==> config.mk <==
export PLATFORM = sky130hd
export DESIGN_NAME = qpr_csr_flat
export DESIGN_NICKNAME = d
export VERILOG_FILES = /design/src/hdl/qpr_pkg.sv /design/src/hdl/qpr_if.sv /design/src/hdl/qpr_csr.sv /design/src/flat_wrapper.sv
export SDC_FILE = /design/constraint.sdc
export NUM_CORES = 1
export LEC_CHECK = 0
export BUFFER_PORTS_ARGS = -buffer_cell sky130_fd_sc_hd__buf_2
export CELL_PAD_IN_SITES_DETAIL_PLACEMENT = 0
export CELL_PAD_IN_SITES_GLOBAL_PLACEMENT = 1
export CORE_ASPECT_RATIO = 1.1
export CORE_MARGIN = 4
export CORE_UTILIZATION = 41
export CTS_CLUSTER_DIAMETER = 30
export DETAILED_ROUTE_END_ITERATION = 6
export HOLD_SLACK_MARGIN = 0.03
export PLACE_DENSITY_LB_ADDON = 0.3
export SLEW_MARGIN = 20
export SYNTH_ARGS = -nofsm -noshare
export SYNTH_HDL_FRONTEND = slang
export SYNTH_SLANG_ARGS = --single-unit
==> constraint.sdc <==
create_clock -name clock -period 3 [get_ports clock]
set_clock_uncertainty 0.1 [all_clocks]
set_input_delay 0.45 -clock clock [delete_from_list [all_inputs] [get_ports clock]]
set_output_delay 0.45 -clock clock [all_outputs]
set_load 0.02 [all_outputs]
==> src/hdl/qpr_pkg.sv <==
// ----------------------------------------------------------------------------
// qpr_pkg
// Shared register index codes and command codes for the quaternion point
// rotation core.
// ----------------------------------------------------------------------------
package qpr_pkg;

   // configuration register index
   localparam int CSR_INDEX_WIDTH = 3;
   typedef logic [CSR_INDEX_WIDTH-1:0] csr_index_type;

   localparam csr_index_type CSR_QUAT_W = csr_index_type'(0);
   localparam csr_index_type CSR_QUAT_X = csr_index_type'(1);
   localparam csr_index_type CSR_QUAT_Y = csr_index_type'(2);
   localparam csr_index_type CSR_QUAT_Z = csr_index_type'(3);

   // point command
   typedef logic command_type;
   localparam command_type CMD_ROTATE    = 1'b0;
   localparam command_type CMD_CONJUGATE = 1'b1;

endpackage

==> src/hdl/qpr_if.sv <==


// register write channel
interface qpr_csr_if #(
   parameter int QUAT_WIDTH = 16
);
   logic                           valid;
   logic                           ready;
   qpr_pkg::csr_index_type         index;
   logic [QUAT_WIDTH-1:0]          data;

   modport source (output valid, index, data, input ready);
   modport sink   (input valid, index, data, output ready);
endinterface

==> src/hdl/qpr_csr.sv <==
// ----------------------------------------------------------------------------
// qpr_csr
// Quaternion component registers, reset to the identity rotation.
// ----------------------------------------------------------------------------
module qpr_csr #(
   parameter int QUAT_WIDTH = 16
) (
   input  logic                          clock,
   input  logic                          reset,
   qpr_csr_if.sink                       csr,
   output logic signed [QUAT_WIDTH-1:0]  quat_w,
   output logic signed [QUAT_WIDTH-1:0]  quat_x,
   output logic signed [QUAT_WIDTH-1:0]  quat_y,
   output logic signed [QUAT_WIDTH-1:0]  quat_z
);
   import qpr_pkg::*;

   // one in Q1.(QUAT_WIDTH-2)
   localparam logic signed [QUAT_WIDTH-1:0] QUAT_ONE = QUAT_WIDTH'(1) << (QUAT_WIDTH - 2);

   logic signed [QUAT_WIDTH-1:0] quat_w_ff, quat_w_in;
   logic signed [QUAT_WIDTH-1:0] quat_x_ff, quat_x_in;
   logic signed [QUAT_WIDTH-1:0] quat_y_ff, quat_y_in;
   logic signed [QUAT_WIDTH-1:0] quat_z_ff, quat_z_in;

   // writes are always taken
   assign csr.ready = 1'b1;

   // register write decode, unknown indexes are dropped
   always_comb begin
      quat_w_in = quat_w_ff;
      quat_x_in = quat_x_ff;
      quat_y_in = quat_y_ff;
      quat_z_in = quat_z_ff;
      if (csr.valid) begin
         unique case (csr.index)
            CSR_QUAT_W: begin
               quat_w_in = signed'(csr.data);
            end
            CSR_QUAT_X: begin
               quat_x_in = signed'(csr.data);
            end
            CSR_QUAT_Y: begin
               quat_y_in = signed'(csr.data);
            end
            CSR_QUAT_Z: begin
               quat_z_in = signed'(csr.data);
            end
            default: begin
            end
         endcase
      end
   end

   always_ff @(posedge clock) begin
      if (reset) begin
         quat_w_ff <= QUAT_ONE;
         quat_x_ff <= '0;
         quat_y_ff <= '0;
         quat_z_ff <= '0;
      end else begin
         quat_w_ff <= quat_w_in;
         quat_x_ff <= quat_x_in;
         quat_y_ff <= quat_y_in;
         quat_z_ff <= quat_z_in;
      end
   end

   assign quat_w = quat_w_ff;
   assign quat_x = quat_x_ff;
   assign quat_y = quat_y_ff;
   assign quat_z = quat_z_ff;

   // a write to an unknown index changes nothing
   a_unknown_index_ignored: assert property (@(posedge clock) disable iff (reset)
      (csr.valid && csr.ready && csr.index != CSR_QUAT_W && csr.index != CSR_QUAT_X &&
       csr.index != CSR_QUAT_Y && csr.index != CSR_QUAT_Z)
      |=> ($stable(quat_w_ff) && $stable(quat_x_ff) && $stable(quat_y_ff) &&
           $stable(quat_z_ff)))
      else $error("register changed on write to unknown index");

endmodule

==> src/flat_wrapper.sv <==
// flat-port wrapper written by rule: the top's interface ports become plain ports
module qpr_csr_flat import qpr_pkg::*;
#(
   parameter int QUAT_WIDTH = 16
)
  (clock, reset, quat_w, quat_x, quat_y, quat_z, csr_valid, csr_index, csr_data, csr_ready);
  qpr_csr_if #(.QUAT_WIDTH(QUAT_WIDTH)) csr_i ();
  input  logic clock;
  input  logic reset;
  output logic signed [QUAT_WIDTH-1:0] quat_w;
  output logic signed [QUAT_WIDTH-1:0] quat_x;
  output logic signed [QUAT_WIDTH-1:0] quat_y;
  output logic signed [QUAT_WIDTH-1:0] quat_z;
  input wire logic [$bits(csr_i.valid)-1:0] csr_valid;
  input wire logic [$bits(csr_i.index)-1:0] csr_index;
  input wire logic [$bits(csr_i.data)-1:0] csr_data;
  output wire logic [$bits(csr_i.ready)-1:0] csr_ready;
  assign csr_i.valid = csr_valid;
  assign csr_i.index = csr_index;
  assign csr_i.data = csr_data;
  assign csr_ready = csr_i.ready;
  qpr_csr #(.QUAT_WIDTH(QUAT_WIDTH)) u_core (.clock(clock), .reset(reset), .csr(csr_i), .quat_w(quat_w), .quat_x(quat_x), .quat_y(quat_y), .quat_z(quat_z));
endmodule
Word-level counts from Yosys, hierarchy flattened
Cells that the tools add are included.
- output and inout bits: 65
- logic and storage cells: 12
- input bits: 22
- flip-flop bits (word level): 64
- eq/ne operators: 3
- reductions and logical operators: 5
- operator list (kind ; count):
    $reduce_and A2 Y1 ; 4
    $eq A3 B2 Y1 const B ; 2
    $eq A3 B1 Y1 const B ; 1
    $logic_not A3 Y1 ; 1

Longest topological paths before layout
- word-level depth: 2
- gate-level depth with buffers: 4
- depth with buffers taken out: 2

Least setup slack after synthesis
No wires, ideal clock.
- path kind: input -> register
- from: input csr_index[0]
- to: register u_core.quat_w_ff[10] (netlist: u_core.quat_w[10])
- required time: 2779 ps
- slack: 1545 ps
- arrival time: 1235 ps
- stages: 3
- setup time: 121 ps
- buffers on the path: 1
- cells stage by stage: or4b_1 > buf_6 > mux2i_1
- word-level cells in the longest chain between the ends: 2
- ends and longest elaborated chain (element ; line ; RTL):
    from (decl) ; flat_wrapper.sv:15 ; input wire logic [$bits(csr_i.index)-1:0] csr_index;
    $logic_not A3 Y1 ; qpr_csr.sv:36 ; unique case (csr.index)
    $reduce_and A2 Y1 (no source line) ; - ;
    to (signal assigned) ; qpr_csr.sv:62 ; quat_w_ff <= quat_w_in;
    to (decl) ; qpr_csr.sv:21 ; logic signed [QUAT_WIDTH-1:0] quat_w_ff, quat_w_in;
No other way between the ends.
A chain may end at the register's enable or synchronous reset.

Worst setup path in the final report
- from: input csr_index[0]
- to: register u_core.quat_w_ff[12] (netlist: u_core.quat_w[12])
The elaborated chain is that of the path after synthesis.

==> flow_metrics.tcl <==
set metrics [dict create \
    drtAntennaViolNets 0 \
    grt-ovfl-total 0 \
    syn2layout_area_growth_pct 24.6 \
    cts-root-buf "clkbuf_8" \
    cts_max_level 3 \
    antenna_cells 0 \
    grt_usage 0.154 \
    clk_latency_ps 320 \
    clock.fmax_ghz 0.700 \
    synth_top_area_cell "dfxtp_1" \
    drt_drc_violations_left 0 \
    die_h_um 91.2 \
    design.core.area_um2 6160 \
    p_per_area_nw_per_um2 502 \
    vias 1868 \
    synth_seq_area_share 0.497 \
    tightestPinTransition_ps 639 \
    dieArea_um2 7630 \
    max-vdd-ir-drop_mv 0.257 \
    crit_chain "buf_2 > or4b_1 > mux2i_1" \
    timing.hold.ws_ps 325 \
    dr.pass1.iters 4 \
    dpl_cell_area_um2 3060 \
    io_pins 87 \
    synthTopCellsByCount "nand2b_1, dfxtp_1, mux2i_1" \
    hpwlAfterDp_um 3920 \
    critical_path_arrival_ps 1530 \
    drv_cap 0 \
    max-slew-margin-rel 0.572 \
    hold_path_class "primary input to register" \
    ys_seq_elements 64 \
    worstSetupPathType "primary input to register" \
    start_kind "primary input" \
    fin_util 0.522 \
    wl_per_cell_um 14.0 \
    report.power.total_uw 1610 \
    fin_crit_ps 1430 \
    critical-path-slowest-cell "or4b_1" \
    ys_async_sr_fraction 0 \
    numCtsBuffers 9 \
    syn-num-nets 256 \
    leakage_uw 0.00169 \
    gp_congestion 0.703 \
    ys_types 14 \
    finalHoldViolations 0 \
    fin_nets 338 \
    synth.top_cell.area_share 0.497 \
    hold_buffers 0 \
    io_buffers 85 \
    yosysWarnings 0 \
    synth.most_common_cell "nand2b_1" \
    grt_pass1_vias 1819 \
    vias_per_cell 4.67 \
    drt_iter0_markers 54 \
    path_buf_inv 1 \
    grt_max_degree 44 \
    status "finished clean" \
    cp.required_ps 3100 \
    rsz0062_at_grt "false" \
    synth.area.top_cells "dfxtp_1, mux2i_1, nand2b_1" \
    setup-violations-final 0 \
    clk_path_buf_depth 2 \
    cts_tree "done" \
    grt_antenna_before_repair 0 \
    cts_setup_buffers 0 \
    synthesis.area_um2 2580 \
    cts.clk_slew.worst_paths_ps 70 \
    clock-sinks 64 \
    path_delay_family "simple AND/OR/NAND/NOR gates" \
    cp-end-kind "register" \
    ys.flop_type "dfxtp_1" \
    period_share 0.476 \
    critPathMaxFanout 7 \
    stdcell_area_um2 3210 \
    syn_area_per_cell_um2 11.0 \
    routed_wl_um 5610 \
    cts_resized 0 \
    crit_path_max_incr_delay_ps 750 \
    drive_gt1_frac 0.325 \
    synth_cells 234 \
    num_rows 30 \
    die_w_um 83.6 \
    start_util 0.419 \
    fin_setup_tns_ps 0 \
    grt_pass1_wl_um 9200 \
    synth_enable_flop_cells 0 \
    slew_violations 0 \
]
[layer usage]
layer,routed length (µm),GRT usage,vias to the layer above,part of all wire
met4,78,0.0603,0,0.014
met2,2560,0.236,62,0.46
li1,-,-,936,-
met5,0,0,-,0
met3,438,0.0644,7,0.078
met1,2540,0.192,863,0.45
[stage by stage]
step | setup WS [ps] | std cells
floorplan | 1540 | 234
global placement | 1250 | 385
detailed placement | 1220 | 385
CTS | 1570 | 400
global route | 1500 | 400
finish | 1570 | 400
[logic make-up (layout without fill, tap and decap cells)]
| kind of cell | Yosys count | in the layout | share of synthesized area |
|---|---|---|---|
| simple gates | 87 | 87 | 0.218 |
| mux | 64 | 64 | 0.248 |
| flops | 64 | 64 | 0.497 |
| buf+inv | 18 | 104 | 0.0359 |
| other cells | 1 | 1 | 0.00145 |
[cell usage in the layout (no fill, tap or decap), types with 2 or more instances in the layout]
master     instances
nor2_1             2
dfxtp_1           64
mux2i_1           64
buf_4              3
nand4bb_1          2
buf_2             85
nand2b_1          79
clkbuf_8           9
clkinv_2           5
[worst paths after layout]
kind | from | end | slack [ps] | cells past startpoint
worst max-delay path | csr_index[0] | u_core.quat_w[12]$_SDFFE_PP0P_ | 1570 | 3
worst min register to register | u_core.quat_z[13]$_SDFFE_PP0P_ | u_core.quat_z[13]$_SDFFE_PP0P_ | 370 | 2
worst min-delay path | csr_data[14] | u_core.quat_w[14]$_SDFFE_PP1P_ | 320 | 3
worst max register to register | u_core.quat_w[2]$_SDFFE_PP0P_ | u_core.quat_w[2]$_SDFFE_PP0P_ | 2290 | 2
[sequential cells by signal, indices dropped and copies added (netlist names)]
name and cells:
u_core.quat_y 16, u_core.quat_z 16, u_core.quat_w 16, u_core.quat_x 16
[power breakdown]
part	switching [µW]	internal, µW	leakage, µW
clock	304	288	0.0000854
sequential	9.24	869	0.000518
combinational	82.0	63.7	0.00108
total	395	1220	0.00169
[layout make-up]
type | count | area, µm²
Clock buffer | 10 | 128
Timing Repair Buffer | 89 | 468
Fill cell | 600 | 2940
Tap cell | 80 | 100
Multi-Input combinational cell | 152 | 1210
Clock inverter | 5 | 25.0
Sequential cell | 64 | 1280
[worst min-delay path: cells and delay by family]
kind | cells | cell delay, ps
and+or+nand+nor | 1 | 40
buffers and inverters | 1 | 100
muxes | 1 | 120
Note: power is estimated with default switching activity, not from simulation.
