File: src/hdl/qpr_if.sv


// rotated point response channel
interface qpr_rsp_if #(
   parameter int COORD_WIDTH = 32
);
   logic                           valid;
   logic                           ready;
   logic signed [COORD_WIDTH-1:0]  rot_x;
   logic signed [COORD_WIDTH-1:0]  rot_y;
   logic signed [COORD_WIDTH-1:0]  rot_z;
   logic                           clipped;

   modport source (output valid, rot_x, rot_y, rot_z, clipped, input ready);
   modport sink   (input valid, rot_x, rot_y, rot_z, clipped, output ready);
endinterface


File: src/hdl/qpr_sat.sv
// ----------------------------------------------------------------------------
// qpr_sat
// Stage 6: scale the row sums, add the input point and saturate to the
// coordinate range; this stage is the response output register.
// ----------------------------------------------------------------------------
module qpr_sat #(
   parameter int COORD_WIDTH = 32,
   parameter int QUAT_WIDTH  = 16
) (
   input  logic                                        clock,
   input  logic                                        reset,
   input  logic                                        in_valid,
   output logic                                        in_ready,
   input  logic signed [2*QUAT_WIDTH+COORD_WIDTH+2:0]  in_sum [3],
   input  logic signed [COORD_WIDTH-1:0]               in_point [3],
   qpr_rsp_if.source                                   rsp
);
   localparam int SW    = 2 * QUAT_WIDTH + COORD_WIDTH + 3;
   localparam int QFRAC = QUAT_WIDTH - 2;
   localparam int SH    = 2 * QFRAC - 1;
   localparam logic signed [SW-1:0] SAT_MAX = SW'({1'b0, {(COORD_WIDTH-1){1'b1}}});
   localparam logic signed [SW-1:0] SAT_MIN = ~SAT_MAX;

   logic                          v6_ff, v6_in;
   logic                          en6;
   logic signed [SW-1:0]          t [3];
   logic signed [COORD_WIDTH-1:0] rot_ff [3];
   logic signed [COORD_WIDTH-1:0] rot_in [3];
   logic                          clip_ff, clip_in;

   // output stage enable
   always_comb begin
      en6   = !v6_ff || rsp.ready;
      v6_in = en6 ? in_valid : v6_ff;
   end

   assign in_ready = en6;

   // p + round(2 * M * p), clamped
   always_comb begin
      clip_in = 1'b0;
      for (int i = 0; i < 3; i++) begin
         t[i] = SW'(in_point[i]) + (in_sum[i] >>> SH);
         if (t[i] > SAT_MAX) begin
            rot_in[i] = SAT_MAX[COORD_WIDTH-1:0];
            clip_in   = 1'b1;
         end else if (t[i] < SAT_MIN) begin
            rot_in[i] = SAT_MIN[COORD_WIDTH-1:0];
            clip_in   = 1'b1;
         end else begin
            rot_in[i] = t[i][COORD_WIDTH-1:0];
         end
      end
   end

   always_ff @(posedge clock) begin
      if (reset) begin
         v6_ff <= 1'b0;
      end else begin
         v6_ff <= v6_in;
      end
   end

   always_ff @(posedge clock) begin
      if (en6 && in_valid) begin
         rot_ff  <= rot_in;
         clip_ff <= clip_in;
      end
   end

   assign rsp.valid   = v6_ff;
   assign rsp.rot_x   = rot_ff[0];
   assign rsp.rot_y   = rot_ff[1];
   assign rsp.rot_z   = rot_ff[2];
   assign rsp.clipped = clip_ff;

endmodule

File: src/flat_wrapper.sv
// flat-port wrapper written by rule: the top's interface ports become plain ports
module qpr_sat_flat 
#(
   parameter int COORD_WIDTH = 32,
   parameter int QUAT_WIDTH  = 16
)
  (clock, reset, in_valid, in_ready, in_sum, in_point, rsp_valid, rsp_rot_x, rsp_rot_y, rsp_rot_z, rsp_clipped, rsp_ready);
  qpr_rsp_if #(.COORD_WIDTH(COORD_WIDTH)) rsp_i ();
  input  logic clock;
  input  logic reset;
  input  logic in_valid;
  output logic in_ready;
  input  logic signed [2*QUAT_WIDTH+COORD_WIDTH+2:0] in_sum[3];
  input  logic signed [COORD_WIDTH-1:0] in_point[3];
  output wire logic [$bits(rsp_i.valid)-1:0] rsp_valid;
  output wire logic [$bits(rsp_i.rot_x)-1:0] rsp_rot_x;
  output wire logic [$bits(rsp_i.rot_y)-1:0] rsp_rot_y;
  output wire logic [$bits(rsp_i.rot_z)-1:0] rsp_rot_z;
  output wire logic [$bits(rsp_i.clipped)-1:0] rsp_clipped;
  input wire logic [$bits(rsp_i.ready)-1:0] rsp_ready;
  assign rsp_valid = rsp_i.valid;
  assign rsp_rot_x = rsp_i.rot_x;
  assign rsp_rot_y = rsp_i.rot_y;
  assign rsp_rot_z = rsp_i.rot_z;
  assign rsp_clipped = rsp_i.clipped;
  assign rsp_i.ready = rsp_ready;
  qpr_sat #(.COORD_WIDTH(COORD_WIDTH), .QUAT_WIDTH(QUAT_WIDTH)) u_core (.clock(clock), .reset(reset), .in_valid(in_valid), .in_ready(in_ready), .in_sum(in_sum), .in_point(in_point), .rsp(rsp_i));
endmodule
File: config.mk
export PLATFORM = sky130hd
export DESIGN_NAME = qpr_sat_flat
export DESIGN_NICKNAME = d
export VERILOG_FILES = /design/src/hdl/qpr_if.sv /design/src/hdl/qpr_sat.sv /design/src/flat_wrapper.sv
export SDC_FILE = /design/constraint.sdc
export NUM_CORES = 1
export LEC_CHECK = 0
export ABC_CLOCK_PERIOD_IN_PS = 13000
export BUFFER_PORTS_ARGS = -buffer_cell sky130_fd_sc_hd__buf_2
export CORE_MARGIN = 2
export CORE_UTILIZATION = 25
export CTS_BUF_LIST = sky130_fd_sc_hd__clkbuf_8
export CTS_CLUSTER_DIAMETER = 60
export DETAILED_ROUTE_END_ITERATION = 6
export PLACE_DENSITY = 0.52
export SLEW_MARGIN = 5
export SYNTH_ARGS = -nofsm -noshare
export SYNTH_HDL_FRONTEND = slang
export SYNTH_SLANG_ARGS = --single-unit
File: constraint.sdc
create_clock -name clock -period 13 [get_ports clock]
set_input_delay 2.6 -clock clock [delete_from_list [all_inputs] [get_ports clock]]
set_output_delay 2.6 -clock clock [all_outputs]
set_load 0.01 [all_outputs]
Yosys cells after proc, flatten, opt, wreduce, memory -nomap -nowiden

Cells that the tools add are included.

$add $sub $neg: 3
Magnitude comparators: 6
Muxes and demuxes: 4
Reduce and logical (&&, ||, !) cells: 4

Operator list:

| cell                   | number |
|---|---|
| $gt A67 B32 Y1 const B | 3 |
| $lt A67 B32 Y1 const B | 3 |
| $add A32 B40 Y41       | 3 |
| $mux W32               | 3 |
| $reduce_or A5 Y1       | 1 |
| $logic_and A1 B1 Y1    | 1 |
| $logic_not A1 Y1       | 1 |
| $logic_or A1 B1 Y1     | 1 |
| $mux W1                | 1 |

Bits in registers: 98
Input port bits: 301
Output and inout bits: 99
Word-level logic and storage cells: 22

Depth between registers and ports, before layout

Gate-level depths: netlist (run 1).

Depth after elaboration: 3
Depth in mapped cells: 16
Gate-level depth less buffers: 15

Worst setup path after synthesis (run 1)

OpenSTA, ideal clock, no wires.

Path type: input to register
Start point: input in_sum[27] (netlist name)
End point: register u_core.clip_ff (netlist: u_core.rsp.clipped), data pin
Setup time: 0.259 ns
Arrival: 5.766 ns
Required time: 12.741 ns
Setup slack: 6.975 ns
Stages on the path: 13
Buffers on the path: 0
Cell sequence: ha_1 -> fa_1 -> a211oi_1 -> o21ai_2 -> o2111a_2 -> o211ai_4 -> o21ai_2 -> a311oi_1 -> xnor2_1 -> nand4b_1 -> or4_4 -> or3_1 -> a211o_1

Cells in the longest elaborated chain, start to end: 3
Elaborated cells on any way between the ends: 4
Classes of those cells: add/sub (1); order compare (2); reduce/logical (1)

Ends and longest elaborated chain:

| item                                             | line                         | RTL |
|---|---|---|
| start: declaration                               | flat_wrapper.sv:13           | `input logic signed [2*QUAT_WIDTH+COORD_WIDTH+2:0] in_sum[3];` |
| $add A32 B40 Y41 *                               | qpr_sat.sv:43                | `t[i] = SW'(in_point[i]) + (in_sum[i] >>> SH);` |
| $lt A67 B32 Y1 or $gt A67 B32 Y1 (tied branches) | qpr_sat.sv:47, qpr_sat.sv:44 |  |
| $reduce_or A5 Y1 (no source line) *              | n/a                          |  |
| end signal: assignment                           | qpr_sat.sv:67                | `clip_ff <= clip_in;` |
| end: declaration                                 | qpr_sat.sv:29                | `logic clip_ff, clip_in;` |

Mark *: on every way between the ends. The rest lies on a longest branch, timed or not.
A chain may end at the register's enable or synchronous reset.

Final worst setup path (run 1)

Start point: input in_sum[30] (netlist name)
End point: register u_core.rot_ff, in the netlist u_core.rsp.rot_z[25], data pin

Cells in the longest elaborated chain, start to end: 3
Elaborated cells on any way between the ends: 4
Classes of those cells: add/sub (1); order compare (2); mux (1)

Ends and longest elaborated chain:

| item                   | line          | RTL |
|---|---|---|
| $add A32 B40 Y41 *     | qpr_sat.sv:43 |  |
| $lt A67 B32 Y1         | qpr_sat.sv:47 | `end else if (t[i] < SAT_MIN) begin` |
| $mux W32               | qpr_sat.sv:47 |  |
| end signal: assignment | qpr_sat.sv:66 | `rot_ff <= rot_in;` |
| end: declaration       | qpr_sat.sv:27 | `logic signed [COORD_WIDTH-1:0] rot_ff [3];` |

Marks and branches as above.

==> impl_metrics.prom, run 1 <==
# TYPE chip_impl_metric gauge
chip_impl_info{name="run_status",value="finished clean"} 1
chip_impl_metric{name="initial_utilization",unit=""} 0.253
chip_impl_metric{name="ir_drop",unit="mV"} 0.0503
chip_impl_metric{name="die_height",unit="um"} 212
chip_impl_metric{name="global_route_wire_length_before_repair",unit="um"} 57300
chip_impl_metric{name="final_min_period_over_clock_period",unit=""} 0.527
chip_impl_metric{name="drc",unit=""} 0
chip_impl_metric{name="design_power_total",unit="mW"} 1.20
chip_impl_metric{name="place_congestion",unit=""} 0.887
chip_impl_metric{name="core_area",unit="um^2"} 43000
chip_impl_metric{name="total_leakage_power",unit="nW"} 5.42
chip_impl_metric{name="post-cts-setup-buffers",unit=""} 0
chip_impl_info{name="hold_path.startpoint",value="u_core.rsp.valid"} 1
chip_impl_metric{name="arrival",unit="ns"} 6.98
chip_impl_metric{name="ant_nets",unit=""} 0
chip_impl_info{name="dominantRegCellSynth",value="edfxtp_1"} 1
chip_impl_metric{name="detail_route.wl_per_cell",unit="um"} 17.4
chip_impl_metric{name="num-nets-final",unit=""} 1988
chip_impl_metric{name="synth_mux_area_frac",unit=""} 0.00276
chip_impl_metric{name="multi_input_comb_area",unit="um^2"} 7510
chip_impl_metric{name="yosysWarningCount",unit=""} 0
chip_impl_info{name="rsz0062_at_grt",value="false"} 1
chip_impl_metric{name="synth-seq-cells",unit=""} 98
chip_impl_metric{name="tritoncts.num_buffers",unit=""} 9
chip_impl_info{name="dominant_combinational_cell_family_by_area_after_synthesis",value="compound AO/OA/AOI/OAI gates"} 1
chip_impl_metric{name="mapped_nets",unit=""} 1711
chip_impl_metric{name="flip_flop_and_latch_area",unit="um^2"} 2930
chip_impl_metric{name="worst_skew_pair.late_latency",unit="ns"} 0.44
chip_impl_metric{name="fraction_of_layout_instances_using_a_drive_strength_above_1",unit=""} 0.233
chip_impl_metric{name="crit_fanout",unit=""} 29
chip_impl_metric{name="post_synth_inst_count",unit=""} 1287
chip_impl_metric{name="setup_tns",unit="ns"} 0
chip_impl_metric{name="path_clk_slew",unit="ns"} 0.10
chip_impl_metric{name="die_w",unit="um"} 212
chip_impl_metric{name="detailed_place_hpwl",unit="um"} 30500
chip_impl_metric{name="finalClockSkew",unit="ns"} 0.0130
chip_impl_metric{name="max-slew-margin-rel",unit=""} 0.297
chip_impl_metric{name="pwr_density_cell",unit="nW/um^2"} 90.7
chip_impl_metric{name="critPathRequiredTime",unit="ns"} 13.12
chip_impl_info{name="worst_setup_path_startpoint",value="in_sum[30]"} 1
chip_impl_metric{name="signed_area_change_from_the_synthesized_netlist_to_the_final_layout",unit="%"} 21.4
chip_impl_metric{name="groute.usage.overall",unit=""} 0.163
chip_impl_metric{name="vias",unit=""} 10981
chip_impl_metric{name="synth-xor-area-share",unit=""} 0.0798
chip_impl_metric{name="hold_buffers",unit=""} 0
chip_impl_metric{name="top_level_ports",unit=""} 400
chip_impl_metric{name="finish.utilization",unit=""} 0.307
chip_impl_metric{name="max_cap_viols",unit=""} 0
chip_impl_metric{name="floorplan.die_area",unit="um^2"} 45100
chip_impl_metric{name="fill_cells",unit=""} 4680
chip_impl_metric{name="mappedNetlistArea",unit="um^2"} 10900
chip_impl_info{name="r2r-start",value="u_core.rsp.valid"} 1
chip_impl_info{name="path_class",value="in -> reg"} 1
chip_impl_metric{name="synth-edff-count",unit=""} 97
chip_impl_metric{name="grt_antenna_before_repair",unit=""} 3
chip_impl_metric{name="num_rows",unit=""} 76
chip_impl_metric{name="grt_remaining_overflow",unit=""} 0
chip_impl_metric{name="setup_violations",unit=""} 0
chip_impl_metric{name="detail_route.first_pass.iterations",unit=""} 5
chip_impl_metric{name="async_reset_ff_frac",unit=""} 0
chip_impl_info{name="worst_setup_path_start_kind",value="input port"} 1
chip_impl_metric{name="report.final.slew_viol_count",unit=""} 0
chip_impl_metric{name="drtIter0Drc",unit=""} 610
chip_impl_metric{name="first_global_vias",unit=""} 10735
chip_impl_metric{name="htree_levels",unit=""} 3
chip_impl_metric{name="route.detailed.vias_per_inst",unit=""} 5.09
chip_impl_metric{name="finalHoldViolCount",unit=""} 0
chip_impl_metric{name="max_freq",unit="MHz"} 146
chip_impl_metric{name="post_synth_fa_ha_maj_area_fraction",unit=""} 0.144
chip_impl_metric{name="timing.final.crit_period",unit="ns"} 6.86
chip_impl_metric{name="synthDistinctLibCells",unit=""} 86
chip_impl_metric{name="synthSimpleGateAreaFrac",unit=""} 0.167
chip_impl_info{name="hp-class",value="reg -> reg"} 1
chip_impl_metric{name="pin_slew_with_the_least_headroom_to_its_limit",unit="ns"} 1.05
chip_impl_metric{name="drt-total-wl",unit="um"} 37500
chip_impl_metric{name="cts_max_path_buffers",unit=""} 2
chip_impl_info{name="cts_root_buffer",value="clkbuf_8"} 1
chip_impl_metric{name="synth_compound_area_frac",unit=""} 0.298
chip_impl_metric{name="syn_avg_cell_area",unit="um^2"} 8.44
chip_impl_info{name="endpoint_kind",value="flip-flop"} 1
chip_impl_metric{name="post_cts_resize_count",unit=""} 0
chip_impl_info{name="clock_tree_from_tritoncts",value="built"} 1
chip_impl_metric{name="buffer_ports.inserted",unit=""} 318
chip_impl_metric{name="seq_area_frac_synth",unit=""} 0.270
chip_impl_metric{name="cts.sink_count",unit=""} 98
chip_impl_metric{name="maximum_number_of_pins_on_one_net_before_global_route_repair",unit=""} 65
synthesized netlist by cell type, drive strengths merged, types with 14 or more instances:
library cell	instances	area (um^2)
xnor2	58	508
edfxtp	97	2910
o21a	17	128
clkbuf	35	134
nor2	69	259
inv	41	154
xor2	41	359
buf	21	136
o21bai	20	150
o211ai	25	201
nor3	25	125
a211oi	18	140
and3	14	87.6
and2	14	91.3
a31oi	20	125
ha	120	1500
nand3	34	170
a21o	44	332
a21oi	134	671
nand4	25	156
nand2	102	383
o21ai	148	752
kinds of logic (layout without fill, tap and decap cells):
family,after synthesis,in the layout
AOI/OAI and AO/OA,509,509
other,0,3
adders and majority gates,123,123
muxes,3,3
buffers and inverters,98,380
xor gates and xnor gates,99,99
and+or+nand+nor,357,357
DFF,98,98
sequential cells by signal, summed over array words and instances, names as in the netlist:
name and count:
u_core.rsp.valid 1, u_core.rsp.rot_x 32, u_core.rsp.rot_y 32, u_core.rsp.rot_z 32
u_core.rsp.clipped 1
routing by layer:
layer / vias to the layer above / track usage / routed length, um
met2: 322 / 0.268 / 17400
met4: 0 / 0.0593 / 744
li1: 5471 / - / -
met3: 29 / 0.0278 / 2090
met5: - / 0 / 0
met1: 5159 / 0.213 / 17200
report_power, final:
group | switching, mW | total (mW) | internal (mW)
logic | 0.333 | 0.551 | 0.217
clock network | 0.134 | 0.243 | 0.110
registers | 0.00869 | 0.402 | 0.393
total | 0.475 | 1.20 | 0.720
area by class of cell:
| cell class | instances | share of cell area |
|---|---|---|
| antenna | 3 | 0.000569 |
| clock buffer | 9 | 0.00940 |
| sequential | 98 | 0.222 |
| timing repair buffer | 322 | 0.123 |
| multi-input combinational | 1091 | 0.570 |
| inverter | 42 | 0.0120 |
| tap | 585 | 0.0555 |
| clock inverter | 7 | 0.00750 |
cell usage in the layout (no fill, tap or decap), types with 34 or more instances in the layout:
cell type	instances
buf_2	318
o21ai_0	139
a21oi_1	133
ha_1	120
nand2_1	102
edfxtp_1	97
nor2_1	69
xnor2_1	58
a21o_1	43
inv_1	41
xor2_1	41
nand3_1	34
worst paths after layout:
| check | end | slack [ns] | cells past startpoint |
|---|---|---|---|
| setup reg to reg | u_core.rsp.rot_z[17] | 10.79 | 3 |
| setup / recovery | u_core.rsp.rot_z[25] | 6.14 | 14 |
| hold / removal | u_core.rsp.valid | 0.53 | 2 |
| hold reg to reg | u_core.rsp.valid | 0.53 | 2 |
stage by stage:
stage | setup WS, ns | instances | hold WS (ns) | cell area, um^2
6_report | 6.14 | 2157 | 0.529 | 13200
5_1_grt | 5.77 | 2157 | 0.578 | 13200
4_1_cts | 6.16 | 2154 | 0.531 | 13200
3_5_place_dp | 5.69 | 2138 | 0.520 | 13000
3_3_place_gp | 5.66 | 2138 | 0.504 | 13000
2_1_floorplan | 6.97 | 1287 | 0.593 | 10900
critical path, cell delays in order:
cell and delay (ns):
buf_2 0.10, ha_1 0.36, a21o_1 0.20, a21oi_1 0.31, a2111oi_1 0.20, nor4b_1 0.64, o21ai_2 0.24, o2111ai_1 0.27
nand2_1 0.10, a311oi_2 0.29, buf_4 0.24, nand4_1 0.29, nand2_1 0.86, o21ai_0 0.27
No activity file was read; power rests on OpenSTA's default activity.
==> run 2: changes to the inputs <==
--- a/config.mk
+++ b/config.mk
@@ -5,7 +5,7 @@
 export SDC_FILE = /design/constraint.sdc
 export NUM_CORES = 1
 export LEC_CHECK = 0
-export ABC_CLOCK_PERIOD_IN_PS = 13000
+export ABC_CLOCK_PERIOD_IN_PS = 7100
 export BUFFER_PORTS_ARGS = -buffer_cell sky130_fd_sc_hd__buf_2
 export CORE_MARGIN = 2
 export CORE_UTILIZATION = 25
==> constraint.sdc (replaced) <==
create_clock -name clock -period 7.1 [get_ports clock]
set_input_delay 1.42 -clock clock [delete_from_list [all_inputs] [get_ports clock]]
set_output_delay 1.42 -clock clock [all_outputs]
set_load 0.01 [all_outputs]
==> run 2 against run 1 <==
Effect of this change:
- sequential share of layout area up 0.051 points
- largest cell class unchanged
- worst hold slack better by 0.016 ns
- combinational power up 83%
- total power up 78%
==> impl_metrics.prom, run 2 (synthesis gave the netlist of run 1 again) <==
# TYPE chip_impl_metric gauge
chip_impl_metric{name="initial_utilization",unit=""} 0.253
chip_impl_metric{name="detail_route.first_pass.iterations",unit=""} 5
chip_impl_metric{name="report.final.slew_viol_count",unit=""} 0
chip_impl_metric{name="ant_nets",unit=""} 0
chip_impl_info{name="regToRegEndpoint",value="u_core.rsp.rot_z[20]"} 1
chip_impl_metric{name="reg2reg_setup_slack",unit="ns"} 4.85
chip_impl_info{name="path_class",value="in -> reg"} 1
chip_impl_info{name="r2r-start",value="u_core.rsp.valid"} 1
chip_impl_metric{name="finalClockSkew",unit="ns"} 0.0188
chip_impl_info{name="rsz0062_at_grt",value="false"} 1
chip_impl_metric{name="worst_r2r_path_depth",unit=""} 3
chip_impl_metric{name="finalHoldViolCount",unit=""} 0
chip_impl_info{name="cts_root_buffer",value="clkbuf_8"} 1
chip_impl_metric{name="post_cts_resize_count",unit=""} 0
chip_impl_metric{name="hold_buffers",unit=""} 0
chip_impl_metric{name="min_path_cells",unit=""} 2
chip_impl_metric{name="critical_path_buf_inv_count",unit=""} 2
chip_impl_info{name="final_common_cell",value="buf_2"} 1
chip_impl_metric{name="final_critical_path_setup_slack",unit="ns"} 1.83
chip_impl_info{name="worst_setup_path_start_kind",value="input port"} 1
chip_impl_metric{name="cts.sink_count",unit=""} 98
chip_impl_metric{name="detail_route.wl_per_cell",unit="um"} 17.5
chip_impl_info{name="clock_tree_from_tritoncts",value="built"} 1
chip_impl_metric{name="num_rows",unit=""} 76
chip_impl_metric{name="post-cts-setup-buffers",unit=""} 0
chip_impl_metric{name="signed_area_change_from_the_synthesized_netlist_to_the_final_layout",unit="%"} 21.1
chip_impl_metric{name="setup_tns",unit="ns"} 0
chip_impl_metric{name="grt_remaining_overflow",unit=""} 0
chip_impl_metric{name="die_w",unit="um"} 212
chip_impl_metric{name="pwr_density_cell",unit="nW/um^2"} 162
chip_impl_metric{name="worst_hold_slack",unit="ns"} 0.546
chip_impl_metric{name="buffer_ports.inserted",unit=""} 318
chip_impl_info{name="worst_path_dominant_cell_family",value="compound AO/OA/AOI/OAI gates"} 1
chip_impl_info{name="endpoint_kind",value="flip-flop"} 1
chip_impl_metric{name="top_level_ports",unit=""} 400
chip_impl_info{name="hold_path.startpoint",value="u_core.rsp.valid"} 1
chip_impl_metric{name="route.detailed.vias_per_inst",unit=""} 5.14
chip_impl_info{name="critical_path.cell_chain",value="buf_2, ha_1, fa_1, a211oi_1, o21ai_2, o2111a_2, o211ai_4, o21ai_2, nand3b_2, a31oi_1, o21a_1, o41a_1, clkinv_1, o21a_1, o21ai_0"} 1
chip_impl_metric{name="final_min_period_over_clock_period",unit=""} 0.742
chip_impl_metric{name="drc",unit=""} 0
chip_impl_metric{name="tritoncts.num_buffers",unit=""} 9
chip_impl_metric{name="core_area",unit="um^2"} 43000
chip_impl_metric{name="cts_max_path_buffers",unit=""} 2
chip_impl_info{name="run_status",value="finished clean"} 1
chip_impl_metric{name="first_global_vias",unit=""} 10746
chip_impl_metric{name="global_route_wire_length_before_repair",unit="um"} 57800
chip_impl_info{name="most-common-layout-cells",value="buf_2, o21ai_0, a21oi_1"} 1
chip_impl_metric{name="groute.usage.overall",unit=""} 0.163
chip_impl_metric{name="drtIter0Drc",unit=""} 664
chip_impl_metric{name="arrival",unit="ns"} 5.42
chip_impl_metric{name="timing.final.crit_period",unit="ns"} 5.27
chip_impl_metric{name="vias",unit=""} 11114
chip_impl_metric{name="floorplan.die_area",unit="um^2"} 45100
chip_impl_metric{name="setup_violations",unit=""} 0
chip_impl_metric{name="max_freq",unit="MHz"} 190
chip_impl_metric{name="htree_levels",unit=""} 3
chip_impl_metric{name="drt-total-wl",unit="um"} 37800
chip_impl_metric{name="detailed_place_hpwl",unit="um"} 30500
chip_impl_metric{name="place_congestion",unit=""} 0.916
chip_impl_metric{name="fraction_of_layout_instances_using_a_drive_strength_above_1",unit=""} 0.233
chip_impl_metric{name="pin_slew_with_the_least_headroom_to_its_limit",unit="ns"} 0.994
chip_impl_metric{name="path_clk_slew",unit="ns"} 0.10
chip_impl_metric{name="crit_fanout",unit=""} 20
chip_impl_metric{name="post-place-ws",unit="ns"} 1.32
chip_impl_info{name="worst_path_max_delay_cell",value="o21a_1"} 1
chip_impl_info{name="hold-path-endpoint",value="u_core.rsp.valid"} 1
chip_impl_metric{name="max-slew-margin-rel",unit=""} 0.337
chip_impl_metric{name="num-nets-final",unit=""} 1990
chip_impl_info{name="hp-class",value="reg -> reg"} 1
chip_impl_metric{name="total_leakage_power",unit="nW"} 5.41
chip_impl_metric{name="design_power_total",unit="mW"} 2.13
chip_impl_metric{name="maximum_number_of_pins_on_one_net_before_global_route_repair",unit=""} 62
chip_impl_metric{name="grt_antenna_before_repair",unit=""} 5
chip_impl_metric{name="crit_path_max_incr_delay",unit="ns"} 0.69
chip_impl_metric{name="die_height",unit="um"} 212
chip_impl_metric{name="ir_drop",unit="mV"} 0.0817
chip_impl_metric{name="max_cap_viols",unit=""} 0
chip_impl_metric{name="critPathRequiredTime",unit="ns"} 7.25
chip_impl_metric{name="worst_skew_pair.late_latency",unit="ns"} 0.45
-- run 2: per-stage QoR --
stage / cell area (um^2) / utilization / std cells
detailed placement: 13000 / 0.302 / 2140
CTS: 13100 / 0.306 / 2156
floorplan: 10900 / - / 1287
finish: 13200 / 0.306 / 2162
global placement: 13000 / 0.302 / 2140
global route: 13200 / 0.306 / 2161
-- run 2: final cells by class --
type                       instances  area [um^2]
inverter                          42          158
multi-input combinational       1091         7510
clock inverter                     7         46.3
antenna                            6         15.0
sequential                        98         2930
fill                            4723        29800
timing repair buffer             324         1640
tap                              585          732
clock buffer                       9          124
-- run 2: how the worst max path moves through the flow --
stage	start	endpoint	slack [ns]	cells past startpoint
final	in_sum[27]	u_core.rsp.rot_z[21]	1.83	15
after global routing	in_sum[98]	u_core.rsp.rot_y[5]	1.57	13
after CTS	in_sum[27]	u_core.rsp.rot_z[25]	1.82	15
after detailed placement	in_sum[27]	u_core.rsp.rot_z[22]	1.32	15
after global placement	in_sum[27]	u_core.rsp.rot_z[1]	1.30	15
after floorplan	in_sum[27]	u_core.rsp.clipped	2.25	13
-- run 2: where the power goes --
part           switching [mW]  internal (mW)
Sequential             0.0181          0.720
Combinational           0.611          0.400
Clock                   0.250          0.128
Total                   0.879           1.25
-- run 2: worst register-to-register path: stages (launching register included) --
cell and delay (ns):
dfxtp_1 0.34, nand2b_1 0.11, and2_4 0.79, buf_4 0.63
-- run 2: routing by layer --
metal | global-route usage | share of wire | up-vias
met2 | 0.262 | 0.46 | 319
met1 | 0.219 | 0.47 | 5281
li1 | - | - | 5479
met5 | 0 | 0 | -
met3 | 0.0276 | 0.050 | 35
met4 | 0.0596 | 0.021 | 0
